$ cat src/design/hmr_pkg.sv
// Shared constants and types for the histogram max-rectangle core.
`default_nettype none
package hmr_pkg;

   localparam int MAX_BARS    = 1024;
   localparam int HEIGHT_BITS = 32;
   localparam int IN_H_BITS   = 32;
   localparam int AREA_BITS   = 42;

   localparam int ADDR_BITS  = $clog2(MAX_BARS);
   localparam int CNT_BITS   = $clog2(MAX_BARS + 1);
   localparam int STK_H_BITS = (HEIGHT_BITS < IN_H_BITS) ? HEIGHT_BITS : IN_H_BITS;
   localparam int MUL_BITS   = STK_H_BITS + CNT_BITS;
   localparam int PROD_BITS  = (MUL_BITS > AREA_BITS) ? MUL_BITS : AREA_BITS + 1;

   typedef struct packed {
      logic [STK_H_BITS-1:0] height;
      logic [ADDR_BITS-1:0]  start;
   } stack_entry_type;

   typedef struct packed {
      logic                  valid;
      logic [STK_H_BITS-1:0] height;
      logic [CNT_BITS-1:0]   width;
   } score_req_type;

endpackage
`default_nettype wire

$ cat src/design/hmr_area_unit.sv
// Area scoring: registered multiply, saturate, and running maximum.
`default_nettype none
module hmr_area_unit (
   input  wire logic                          clock,
   input  wire logic                          reset,
   input  wire hmr_pkg::score_req_type        score,
   input  wire logic                          clear,
   output logic [hmr_pkg::AREA_BITS-1:0]      best_area,
   output logic                               busy
);
   import hmr_pkg::*;

   logic                  prod_valid_ff, prod_valid_in;
   logic [PROD_BITS-1:0]  prod_ff, prod_in;
   logic [AREA_BITS-1:0]  best_ff, best_in;
   logic [AREA_BITS-1:0]  area_c;

   always_comb begin
      prod_valid_in = score.valid;
      prod_in       = PROD_BITS'(score.height) * PROD_BITS'(score.width);
      // saturate anything that does not fit the area field
      if (|prod_ff[PROD_BITS-1:AREA_BITS]) begin
         area_c = '1;
      end else begin
         area_c = prod_ff[AREA_BITS-1:0];
      end
      best_in = best_ff;
      if (clear) begin
         best_in = '0;
      end else if (prod_valid_ff && (area_c > best_ff)) begin
         best_in = area_c;
      end
   end

   always_ff @(posedge clock) begin
      if (reset) begin
         prod_valid_ff <= 1'b0;
         best_ff       <= '0;
      end else begin
         prod_valid_ff <= prod_valid_in;
         best_ff       <= best_in;
      end
      prod_ff <= prod_in;
   end

   assign best_area = best_ff;
   assign busy      = prod_valid_ff;

endmodule
`default_nettype wire

$ cat config.mk
export PLATFORM = sky130hd
export DESIGN_NAME = hmr_area_unit
export DESIGN_NICKNAME = d
export VERILOG_FILES = /design/src/design/hmr_pkg.sv /design/src/design/hmr_area_unit.sv
export SDC_FILE = /design/constraint.sdc
export NUM_CORES = 1
export LEC_CHECK = 0
export BUFFER_PORTS_ARGS = -buffer_cell sky130_fd_sc_hd__buf_4
export CAP_MARGIN = 20
export CORE_UTILIZATION = 37
export CTS_CLUSTER_DIAMETER = 50
export DETAILED_ROUTE_END_ITERATION = 8
export GPL_TIMING_DRIVEN = 0
export PLACE_DENSITY = 0.55
export REMOVE_ABC_BUFFERS = 1
export SLEW_MARGIN = 20
export SYNTH_ARGS = -nofsm -noshare
export SYNTH_HDL_FRONTEND = slang
export SYNTH_SLANG_ARGS = --single-unit
$ cat constraint.sdc
create_clock -name clock -period 9.89 [get_ports clock]
set_input_delay 1.4835 -clock clock [delete_from_list [all_inputs] [get_ports clock]]
set_output_delay 1.4835 -clock clock [all_outputs]
set_load 0.03 [all_outputs]
==> qor.txt, run 1 <==
FP Rows = 72
Fmax = 149 MHz
clk sink count = 86
First-pass DRT Iterations = 4
largest family of logic cells by synthesized area = adder cells
CTS buffer count = 9
Crit path required time = 10150 ps
Yosys Warn Count = 0
CTS H-tree lvls = 3
DRT antenna net count = 0
DIE WIDTH = 201 um
max-slew violation count = 0
CP Cell Sequence = buf_4 -> nand2_1 -> fa_1 -> inv_1 -> fa_1 -> fa_1 -> fa_1 -> inv_1 -> fa_1 -> inv_1 -> ha_1 -> a21oi_1 -> o21ai_0 -> o21ai_0 -> a21oi_1 -> a311oi_1 -> o31ai_1 -> a21oi_1 -> xnor2_1
Die Area = 40400 um2
sequential cell area fraction in the yosys report = 0.118
clk_skew = 9.18 ps
Post-synth EDFFs = 0
clock root buffer = clkbuf_16
Initial Utilization = 0.377
RSZ-0062 raised after global routing = no
# Post-CTS Setup Buffers = 0
PnR worst setup slack = 3170 ps
PortBufs = 89
number of synthesized register bits = 86
post-layout min period = 6720 ps
final hold violations = 0
Unique masters post-synth = 55
outcome = finished, final reports clean
Clock transition at path regs = 60 ps
post-synthesis compound-gate area fraction = 0.0742
Least-Margin Pin Slew = 922 ps
critical path arrival = 6980 ps
residual DRC count = 0
CP max-delay cell = fa_1
Async S/R FF share, synth = 0
Die Height = 201 um
max-cap violation count = 0
HPWL Detailed = 27900 um
drt via density = 4.87
synthesized area per cell = 8.87 um2
total grt overflow = 0
Final nets = 2108
area share of the largest cell type after synthesis = 0.368
Power per Cell Area = 348 nW/um2
Overall Global Routing Usage = 0.183
Final setup viols = 0
I/O pin cnt = 90
number of DRC markers in iteration 0 = 470
Worst path most repeated cell = fa_1
kind of critical path = in -> reg
top cells by area, synth = fa_1 (37%), dfxtp_1 (12%), ha_1 (11%), inv_1 (7.7%), nand2_1 (6.3%)
Syn Inst Count = 1650
CP peak stage delay = 550 ps
vias in the first global route = 11.8k
XOR/XNOR Fraction of Synth Area = 0.0221
leading area contributor after synthesis = fa_1
worst skew pair latency = 330 ps
CP top delay family = adder cells
hold_buf cts = 0
WL per Instance = 15.9 um
core area = 38800 um2
setup TNS = 0 ps
mapped cell area = 14600 um2
HP Class = reg -> reg
Tcrit/Tclk final = 0.680
Max Buffers Root-to-Sink = 2
CTS tree = yes
adder-cell share of the synthesized area = 0.473
worst vdd ir = 0.000187 V
Worst Setup End Kind = flop
dpl ws = 2820 ps
largest net degree at the start of global routing = 43
simple-gate share of the synthesized area = 0.182
Synth Flop Type = dfxtp_1
Max-slew headroom = 0.385
synth-to-layout area growth = 8.72%
Static Leak = 7.61 nW
layout cell share with drive strength beyond 1 = 0.0975
first-pass GRT wire length = 59800 um
Worst setup SP type = input pin
Final GP Congestion = 0.840
post-CTS resize count = 0
antenna violations before repair = 1
Worst Path Buf+Inv = 4
CP Max Fanout = 32
post-synthesis mux area share = 0.0280
via count = 10.7k
final WL = 34900 um
flip-flops by register name, summed over array words and instances, names as in the netlist:
signal	flops
busy	1
prod_ff	43
best_area	42
synthesized netlist by cell type (8+ instances only):
cell / count
ha_1: 123
o211ai_1: 9
or2_2: 42
a21o_1: 38
o21ai_0: 19
mux2i_1: 41
a21oi_1: 62
dfxtp_1: 86
clkbuf_1: 76
nand4_1: 9
nor2_1: 66
and2_1: 141
nand3_1: 8
xor2_1: 13
xnor2_1: 24
nand2_1: 244
inv_1: 299
fa_1: 269
routing by layer:
layer / vias to the layer above / share of wire / global-route usage
li1: 5062 / - / -
met1: 5412 / 0.49 / 0.253
met2: 163 / 0.48 / 0.321
met3: 28 / 0.026 / 0.0135
met4: 0 / 0.0084 / 0.0245
met5: - / 0 / 0
report_power, final:
part	internal [mW]	switching [mW]
clock	0.181	0.129
sequential	0.514	0.0452
combinational	1.97	2.70
total	2.67	2.88
final timing paths:
kind	from	to	slack, ps	cells after the start
setup reg to reg	prod_ff[42]$_DFF_P_	best_area[37]$_SDFFE_PP0P_	6140	11
hold reg to reg	best_area[20]$_SDFFE_PP0P_	best_area[20]$_SDFFE_PP0P_	530	2
setup / recovery	score[6]	prod_ff[42]$_DFF_P_	3170	19
hold / removal	best_area[20]$_SDFFE_PP0P_	best_area[20]$_SDFFE_PP0P_	530	2
cells in the final DEF, fill, tap and decap left out, drive strengths merged, types with 22 or more instances in the layout:
master,count
a21o,38
o21ai,22
buf,92
or2,43
fa,269
ha,123
and2,141
a21oi,62
mux2i,41
inv,300
xnor2,24
dfxtp,86
nor2,67
nand2,244
through the flow:
step           hold WS (ps)  cells  cell area (um2)  power [mW]   util
4_1_cts                 539   2190            15900        5.60  0.410
3_5_place_dp            518   2176            15600        5.26  0.403
5_1_grt                 564   2190            15900        6.27  0.410
6_report                533   2191            15900        5.55  0.410
3_3_place_gp            504   2173            15600        5.22  0.401
2_1_floorplan           526   1566            14300        4.18      -
cells by family after synthesis:
family / count (synthesis)
muxes: 41
and+or+nand+nor: 544
adders and majority gates: 392
AOI/OAI and AO/OA: 167
xor gates and xnor gates: 37
DFF: 86
buffers and inverters: 383
worst register-to-register path, cell delays in order, from the launching register on:
cell and delay, ps:
dfxtp_2 510, or2_2 410, ha_1 310, nand4_1 210, nor4_4 390, nand3_2 140
o41ai_1 700, a41oi_4 250, buf_16 300, buf_8 170, mux2i_1 160, nor2_1 50
layout make-up:
| class | instances | area, um2 |
|---|---|---|
| inverters | 299 | 1120 |
| multi-input cells | 1181 | 11400 |
| well taps | 518 | 648 |
| fillers | 3909 | 22900 |
| clock inverters | 3 | 18.8 |
| clock buffers | 11 | 253 |
| repair buffers | 92 | 726 |
| diodes | 1 | 2.50 |
| flip-flops and latches | 86 | 1720 |
No activity file was read; power rests on OpenSTA's default activity.
==> run 2: changes to the inputs <==
--- a/config.mk
+++ b/config.mk
@@ -5,13 +5,14 @@
 export SDC_FILE = /design/constraint.sdc
 export NUM_CORES = 1
 export LEC_CHECK = 0
+export ABC_AREA = 1
 export BUFFER_PORTS_ARGS = -buffer_cell sky130_fd_sc_hd__buf_4
 export CAP_MARGIN = 20
 export CORE_UTILIZATION = 37
 export CTS_CLUSTER_DIAMETER = 50
 export DETAILED_ROUTE_END_ITERATION = 8
 export GPL_TIMING_DRIVEN = 0
-export PLACE_DENSITY = 0.55
+export PLACE_DENSITY = 0.57
 export REMOVE_ABC_BUFFERS = 1
 export SLEW_MARGIN = 20
 export SYNTH_ARGS = -nofsm -noshare
==> constraint.sdc (replaced) <==
create_clock -name clock -period 6.1 [get_ports clock]
set_input_delay 0.915 -clock clock [delete_from_list [all_inputs] [get_ports clock]]
set_output_delay 0.915 -clock clock [all_outputs]
set_load 0.03 [all_outputs]
==> qor.txt, run 2 <==
CTS buffer count = 9 (unchanged)
leading area contributor after synthesis = fa_1
mapped cell area = 15800 um2 (+7.9%)
Max Buffers Root-to-Sink = 2 (unchanged)
residual DRC count = 0 (unchanged)
I/O pin cnt = 90 (unchanged)
Unique masters post-synth = 33 (-40%)
sequential cell area fraction in the yosys report = 0.109 (-0.00857)
synth-to-layout area growth = 8.06%
Yosys Warn Count = 0 (unchanged)
final hold violations = 0 (unchanged)
clk_skew = 12.1 ps (+2.92 ps)
most frequent cells in the layout = nand2_1 (601), inv_1 (527), fa_1 (269)
DIE WIDTH = 209 um (+3.8%)
drt via density = 4.85 (-0.42%)
clock root buffer = clkbuf_16
post-synthesis mux area share = 0 (-0.0280)
Initial Utilization = 0.376 (-0.00144)
largest net degree at the start of global routing = 55 (+28%)
number of synthesized register bits = 86 (unchanged)
Syn Inst Count = 2174 (+32%)
max-slew violation count = 0 (unchanged)
post-route insts no fill = 2729 (+25%)
XOR/XNOR Fraction of Synth Area = 0.0155 (-0.00660)
post-layout min period = 5660 ps
First-pass DRT Iterations = 6 (+2)
via count = 13.2k (+24%)
clk sink count = 86 (unchanged)
top post-synthesis cells by count = nand2_1 (601), inv_1 (527), fa_1 (269)
final WL = 40200 um (+15%)
Post-synth EDFFs = 0 (unchanged)
DRT antenna net count = 0 (unchanged)
antenna violations before repair = 0 (-1)
Final nets = 2624 (+24%)
Setup crit start = score[2]
max reg flops = 43 (unchanged)
Worst Setup End Kind = flop
CTS tree = yes
worst skew pair latency = 340 ps (about the same)
CP Max Fanout = 32 (unchanged)
Least-Margin Pin Slew = 777 ps (-145 ps)
critical path arrival = 5870 ps (-1110 ps)
CP max-delay cell = fa_1
Final setup viols = 0 (unchanged)
area share of the largest cell type after synthesis = 0.341 (-0.0268)
most common cell after layout, fill and taps aside = nand2_1
first-pass GRT wire length = 68300 um (+14%)
# diodes = 0 (-1)
HP Class = reg -> reg
Worst Path Buf+Inv = 4 (unchanged)
Final GP Congestion = 0.952 (+13%)
simple-gate share of the synthesized area = 0.222 (+0.0401)
Overall Global Routing Usage = 0.193 (+0.00928)
hold_buf cts = 0 (unchanged)
Tcrit/Tclk final = 0.928
number of DRC markers in iteration 0 = 750 (+60%)
vias in the first global route = 13.7k (+16%)
R2R Path Start = prod_ff[42]$_DFF_P_
FP Rows = 75 (+4.2%)
Reg with most FFs = prod_ff
largest family of logic cells by synthesized area = adder cells
kind of critical path = in -> reg
synthesized area per cell = 7.26 um2 (-18%)
CP Cell Sequence = buf_4 -> nand2_1 -> fa_1 -> fa_1 -> inv_1 -> fa_1 -> fa_1 -> inv_1 -> fa_1 -> inv_1 -> ha_1 -> nand2_1 -> o21ai_0 -> a21oi_1 -> o21ai_0 -> nand2_1 -> nand3_1 -> nand2_1
CP peak stage delay = 540 ps (about the same)
PortBufs = 89 (unchanged)
top cells by area, synth = fa_1 (34%), nand2_1 (14%), inv_1 (13%), dfxtp_1 (11%), ha_1 (9.7%)
Async S/R FF share, synth = 0 (unchanged)
RSZ-0062 raised after global routing = no
CTS H-tree lvls = 3 (unchanged)
post-synthesis compound-gate area fraction = 0.0601 (-0.0140)
core area = 42000 um2 (+8.3%)
outcome = finished, final reports clean
Worst setup SP type = input pin
Die Height = 209 um (+3.8%)
layout cell share with drive strength beyond 1 = 0.0639 (-0.0336)
HP Start = best_area[3]$_SDFFE_PP0P_
Fmax = 177 MHz
setup TNS = 0 ps (unchanged)
placed cells = 2713 (+25%)
max-cap violation count = 0 (unchanged)
Die Area = 43500 um2 (+7.8%)
Clock transition at path regs = 70 ps (about the same)
post-CTS resize count = 0 (unchanged)
Synth Flop Type = dfxtp_1
HPWL Detailed = 32700 um (+17%)
most common cell in the netlist = nand2_1
# Post-CTS Setup Buffers = 0 (unchanged)
Worst path most repeated cell = fa_1
Max-slew headroom = 0.482 (+0.0965)
CP top delay family = adder cells
WL per Instance = 14.7 um (-7.5%)
total grt overflow = 0 (unchanged)
adder-cell share of the synthesized area = 0.438 (-0.0345)
Crit path required time = 6310 ps (-3840 ps)
==> run 2: cell count changes after synthesis, moves of 27 or more <==
cell	delta
mux2i_1	-41
and2_1	-140
a21oi_1	+27
a21o_1	-32
or2_2	-42
inv_1	+228
nor2_1	+102
nand2_1	+357
nand3_1	+66
==> run 2: metal layers <==
layer,track usage,up-vias,routed length [um]
met1,0.269,6466,19000
met5,0,-,0
met2,0.326,348,18500
met4,0.0363,0,593
li1,-,6370,-
met3,0.0192,44,2040
==> run 2: worst paths after layout <==
path / cells after the start / to / slack, ps
setup / recovery: 18 / prod_ff[31]$_DFF_P_ / 440
hold reg to reg: 2 / best_area[3]$_SDFFE_PP0P_ / 510
hold / removal: 2 / best_area[3]$_SDFFE_PP0P_ / 510
setup reg to reg: 14 / best_area[9]$_SDFFE_PP0P_ / 3080
==> run 2: cell families (layout without fill, tap and decap cells) <==
kind of cell,count (synthesis),count (layout)
compound gates,163,163
xor+xnor,28,28
fa+ha+maj,392,392
buf+inv,622,638
flops,86,86
simple gates,883,883
==> run 2: area by class of cell <==
class	instances	area, um2
Multi-Input combinational cell	1466	11600
Clock inverter	7	68.8
Sequential cell	86	1720
Fill cell	4444	25000
Tap cell	539	674
Inverter	530	1990
Timing Repair Buffer	92	743
Clock buffer	9	225
==> run 2: through the flow <==
stage	hold WS, ps	utilization	setup slack [ps]	area (um2)
after floorplan	531	-	1120	15300
after global placement	493	0.397	181	16700
after detailed placement	502	0.399	147	16800
after CTS	512	0.406	512	17100
after global routing	531	0.406	168	17100
final	511	0.406	439	17100
==> run 2: worst reg2reg max path: stages, from the launching register on <==
cell and delay, ps:
dfxtp_2 830, nor2_1 220, inv_1 110, ha_1 240
nand2_1 70, inv_1 50, nand2_1 60, nand2_1 40
nand2_1 50, nand2_1 50, a21oi_1 220, nand3_4 380
buf_16 350, a21oi_1 180, nor2_1 60
Power of run 2 is left out: the tool's default activity adds up to more than one toggle a clock period on the data nets, which glitch-free logic cannot reach.
==> run 3: changes to the inputs <==
--- a/config.mk
+++ b/config.mk
@@ -8,11 +8,11 @@
 export ABC_AREA = 1
 export BUFFER_PORTS_ARGS = -buffer_cell sky130_fd_sc_hd__buf_4
 export CAP_MARGIN = 20
-export CORE_UTILIZATION = 37
+export CORE_UTILIZATION = 58
 export CTS_CLUSTER_DIAMETER = 50
 export DETAILED_ROUTE_END_ITERATION = 8
 export GPL_TIMING_DRIVEN = 0
-export PLACE_DENSITY = 0.57
+export PLACE_DENSITY = 0.81
 export REMOVE_ABC_BUFFERS = 1
 export SLEW_MARGIN = 20
 export SYNTH_ARGS = -nofsm -noshare
==> qor.txt, run 3 (synthesis gave the netlist of run 2 again) <==
max-slew violation count = 0 (unchanged)
Clock transition at path regs = 60 ps (about the same)
Die Height = 167 um (-20%)
Worst setup SP type = input pin
DIE WIDTH = 167 um (-20%)
Reg with most FFs = prod_ff
CP Max Fanout = 32 (unchanged)
CTS buffer count = 9 (unchanged)
largest net degree at the start of global routing = 67 (+22%)
final hold violations = 0 (unchanged)
Final GP Congestion = 0.946 (-0.67%)
worst skew pair latency = 340 ps (about the same)
most frequent cells in the layout = nand2_1 (601), inv_1 (527), fa_1 (269)
RSZ-0062 raised after global routing = no
synth-to-layout area growth = 6.36%
First-pass DRT Iterations = 8 (+2)
HP Class = reg -> reg
number of DRC markers in iteration 0 = 899 (+20%)
drt via density = 5.29 (+9.1%)
fin util = 0.627 (+0.221)
kind of critical path = in -> reg
Max-slew headroom = 0.478 (-0.00375)
Overall Global Routing Usage = 0.290 (+0.0976)
vias in the first global route = 14.4k (+4.5%)
setup TNS = 0 ps (unchanged)
post-layout min period = 5540 ps (-117 ps)
most common cell after layout, fill and taps aside = nand2_1
max-cap violation count = 0 (unchanged)
max reg flops = 43 (unchanged)
antenna violations before repair = 0 (unchanged)
Final setup viols = 0 (unchanged)
FP Rows = 60 (-20%)
total grt overflow = 0 (unchanged)
clk_skew = 10.5 ps (-1.58 ps)
first-pass GRT wire length = 65800 um (-3.7%)
critical path arrival = 5750 ps (-120 ps)
CTS tree = yes
# diodes = 0 (unchanged)
# Post-CTS Setup Buffers = 0 (unchanged)
outcome = finished with violations
core area = 26800 um2 (-36%)
via count = 13.4k (+1.1%)
residual DRC count = 1 (+1)
Tcrit/Tclk final = 0.909 (-0.0192)
Initial Utilization = 0.589 (+0.214)
I/O pin cnt = 90 (unchanged)
Crit path required time = 6300 ps (about the same)
Max Buffers Root-to-Sink = 2 (unchanged)
Die Area = 27900 um2 (-36%)
CTS H-tree lvls = 3 (unchanged)
clk sink count = 86 (unchanged)
hold_buf cts = 0 (unchanged)
Final nets = 2624 (unchanged)
PortBufs = 89 (unchanged)
Least-Margin Pin Slew = 783 ps (+5.62 ps)
post-CTS resize count = 0 (unchanged)
DRT antenna net count = 0 (unchanged)
Fmax = 180 MHz (+2.1%)
Worst Setup End Kind = flop
worst hold margin = 506 ps (-4.09 ps)
final WL = 37400 um (-6.9%)
failing checks = design-rule violations
clock root buffer = clkbuf_16
WL per Instance = 14.8 um (+0.40%)
HPWL Detailed = 30800 um (-5.8%)
layout cell share with drive strength beyond 1 = 0.0635 (-0.000457)
==> run 3: final timing paths <==
path / startpoint / end / slack (ps) / cells past startpoint
setup / recovery: score[2] / prod_ff[27]$_DFF_P_ / 560 / 19
hold / removal: best_area[3]$_SDFFE_PP0P_ / best_area[3]$_SDFFE_PP0P_ / 510 / 2
setup reg to reg: prod_ff[42]$_DFF_P_ / best_area[20]$_SDFFE_PP0P_ / 2950 / 11
hold reg to reg: best_area[3]$_SDFFE_PP0P_ / best_area[3]$_SDFFE_PP0P_ / 510 / 2
==> run 3: routing by layer <==
| layer | global-route usage | vias to the layer above | routed length, um |
|---|---|---|---|
| met2 | 0.534 | 430 | 19200 |
| met5 | 0 | - | 0 |
| li1 | - | 6370 | - |
| met3 | 0.0307 | 81 | 1920 |
| met4 | 0.0809 | 0 | 816 |
| met1 | 0.359 | 6499 | 15400 |
==> run 3: through the flow <==
step	setup slack [ps]	cell area, um2	instances
2_1_floorplan	1120	15300	2082
3_3_place_gp	259	16400	2512
3_5_place_dp	251	16500	2515
4_1_cts	593	16800	2531
5_1_grt	241	16800	2531
6_report	556	16800	2531
==> run 3: final cells by class <==
cell class	instances	area, um2
well taps	341	427
flip-flops and latches	86	1720
clock inverters	6	45.0
clock buffers	10	229
multi-input cells	1466	11600
repair buffers	92	743
inverters	530	1990
fillers	2349	10000
==> run 3: worst max-delay path, cell delays in order <==
cell     delay, ps
buf_4          320
nand2_1        150
fa_1           510
fa_1           510
inv_1           50
fa_1           500
fa_1           520
inv_1           60
fa_1           480
inv_1           40
ha_1           340
a21oi_1        210
o21ai_0        160
a21oi_1        300
o21ai_1        200
a21oi_1        200
inv_1           60
nand2_1         60
nand2_1        100
Power of run 3 is left out for the same reason.
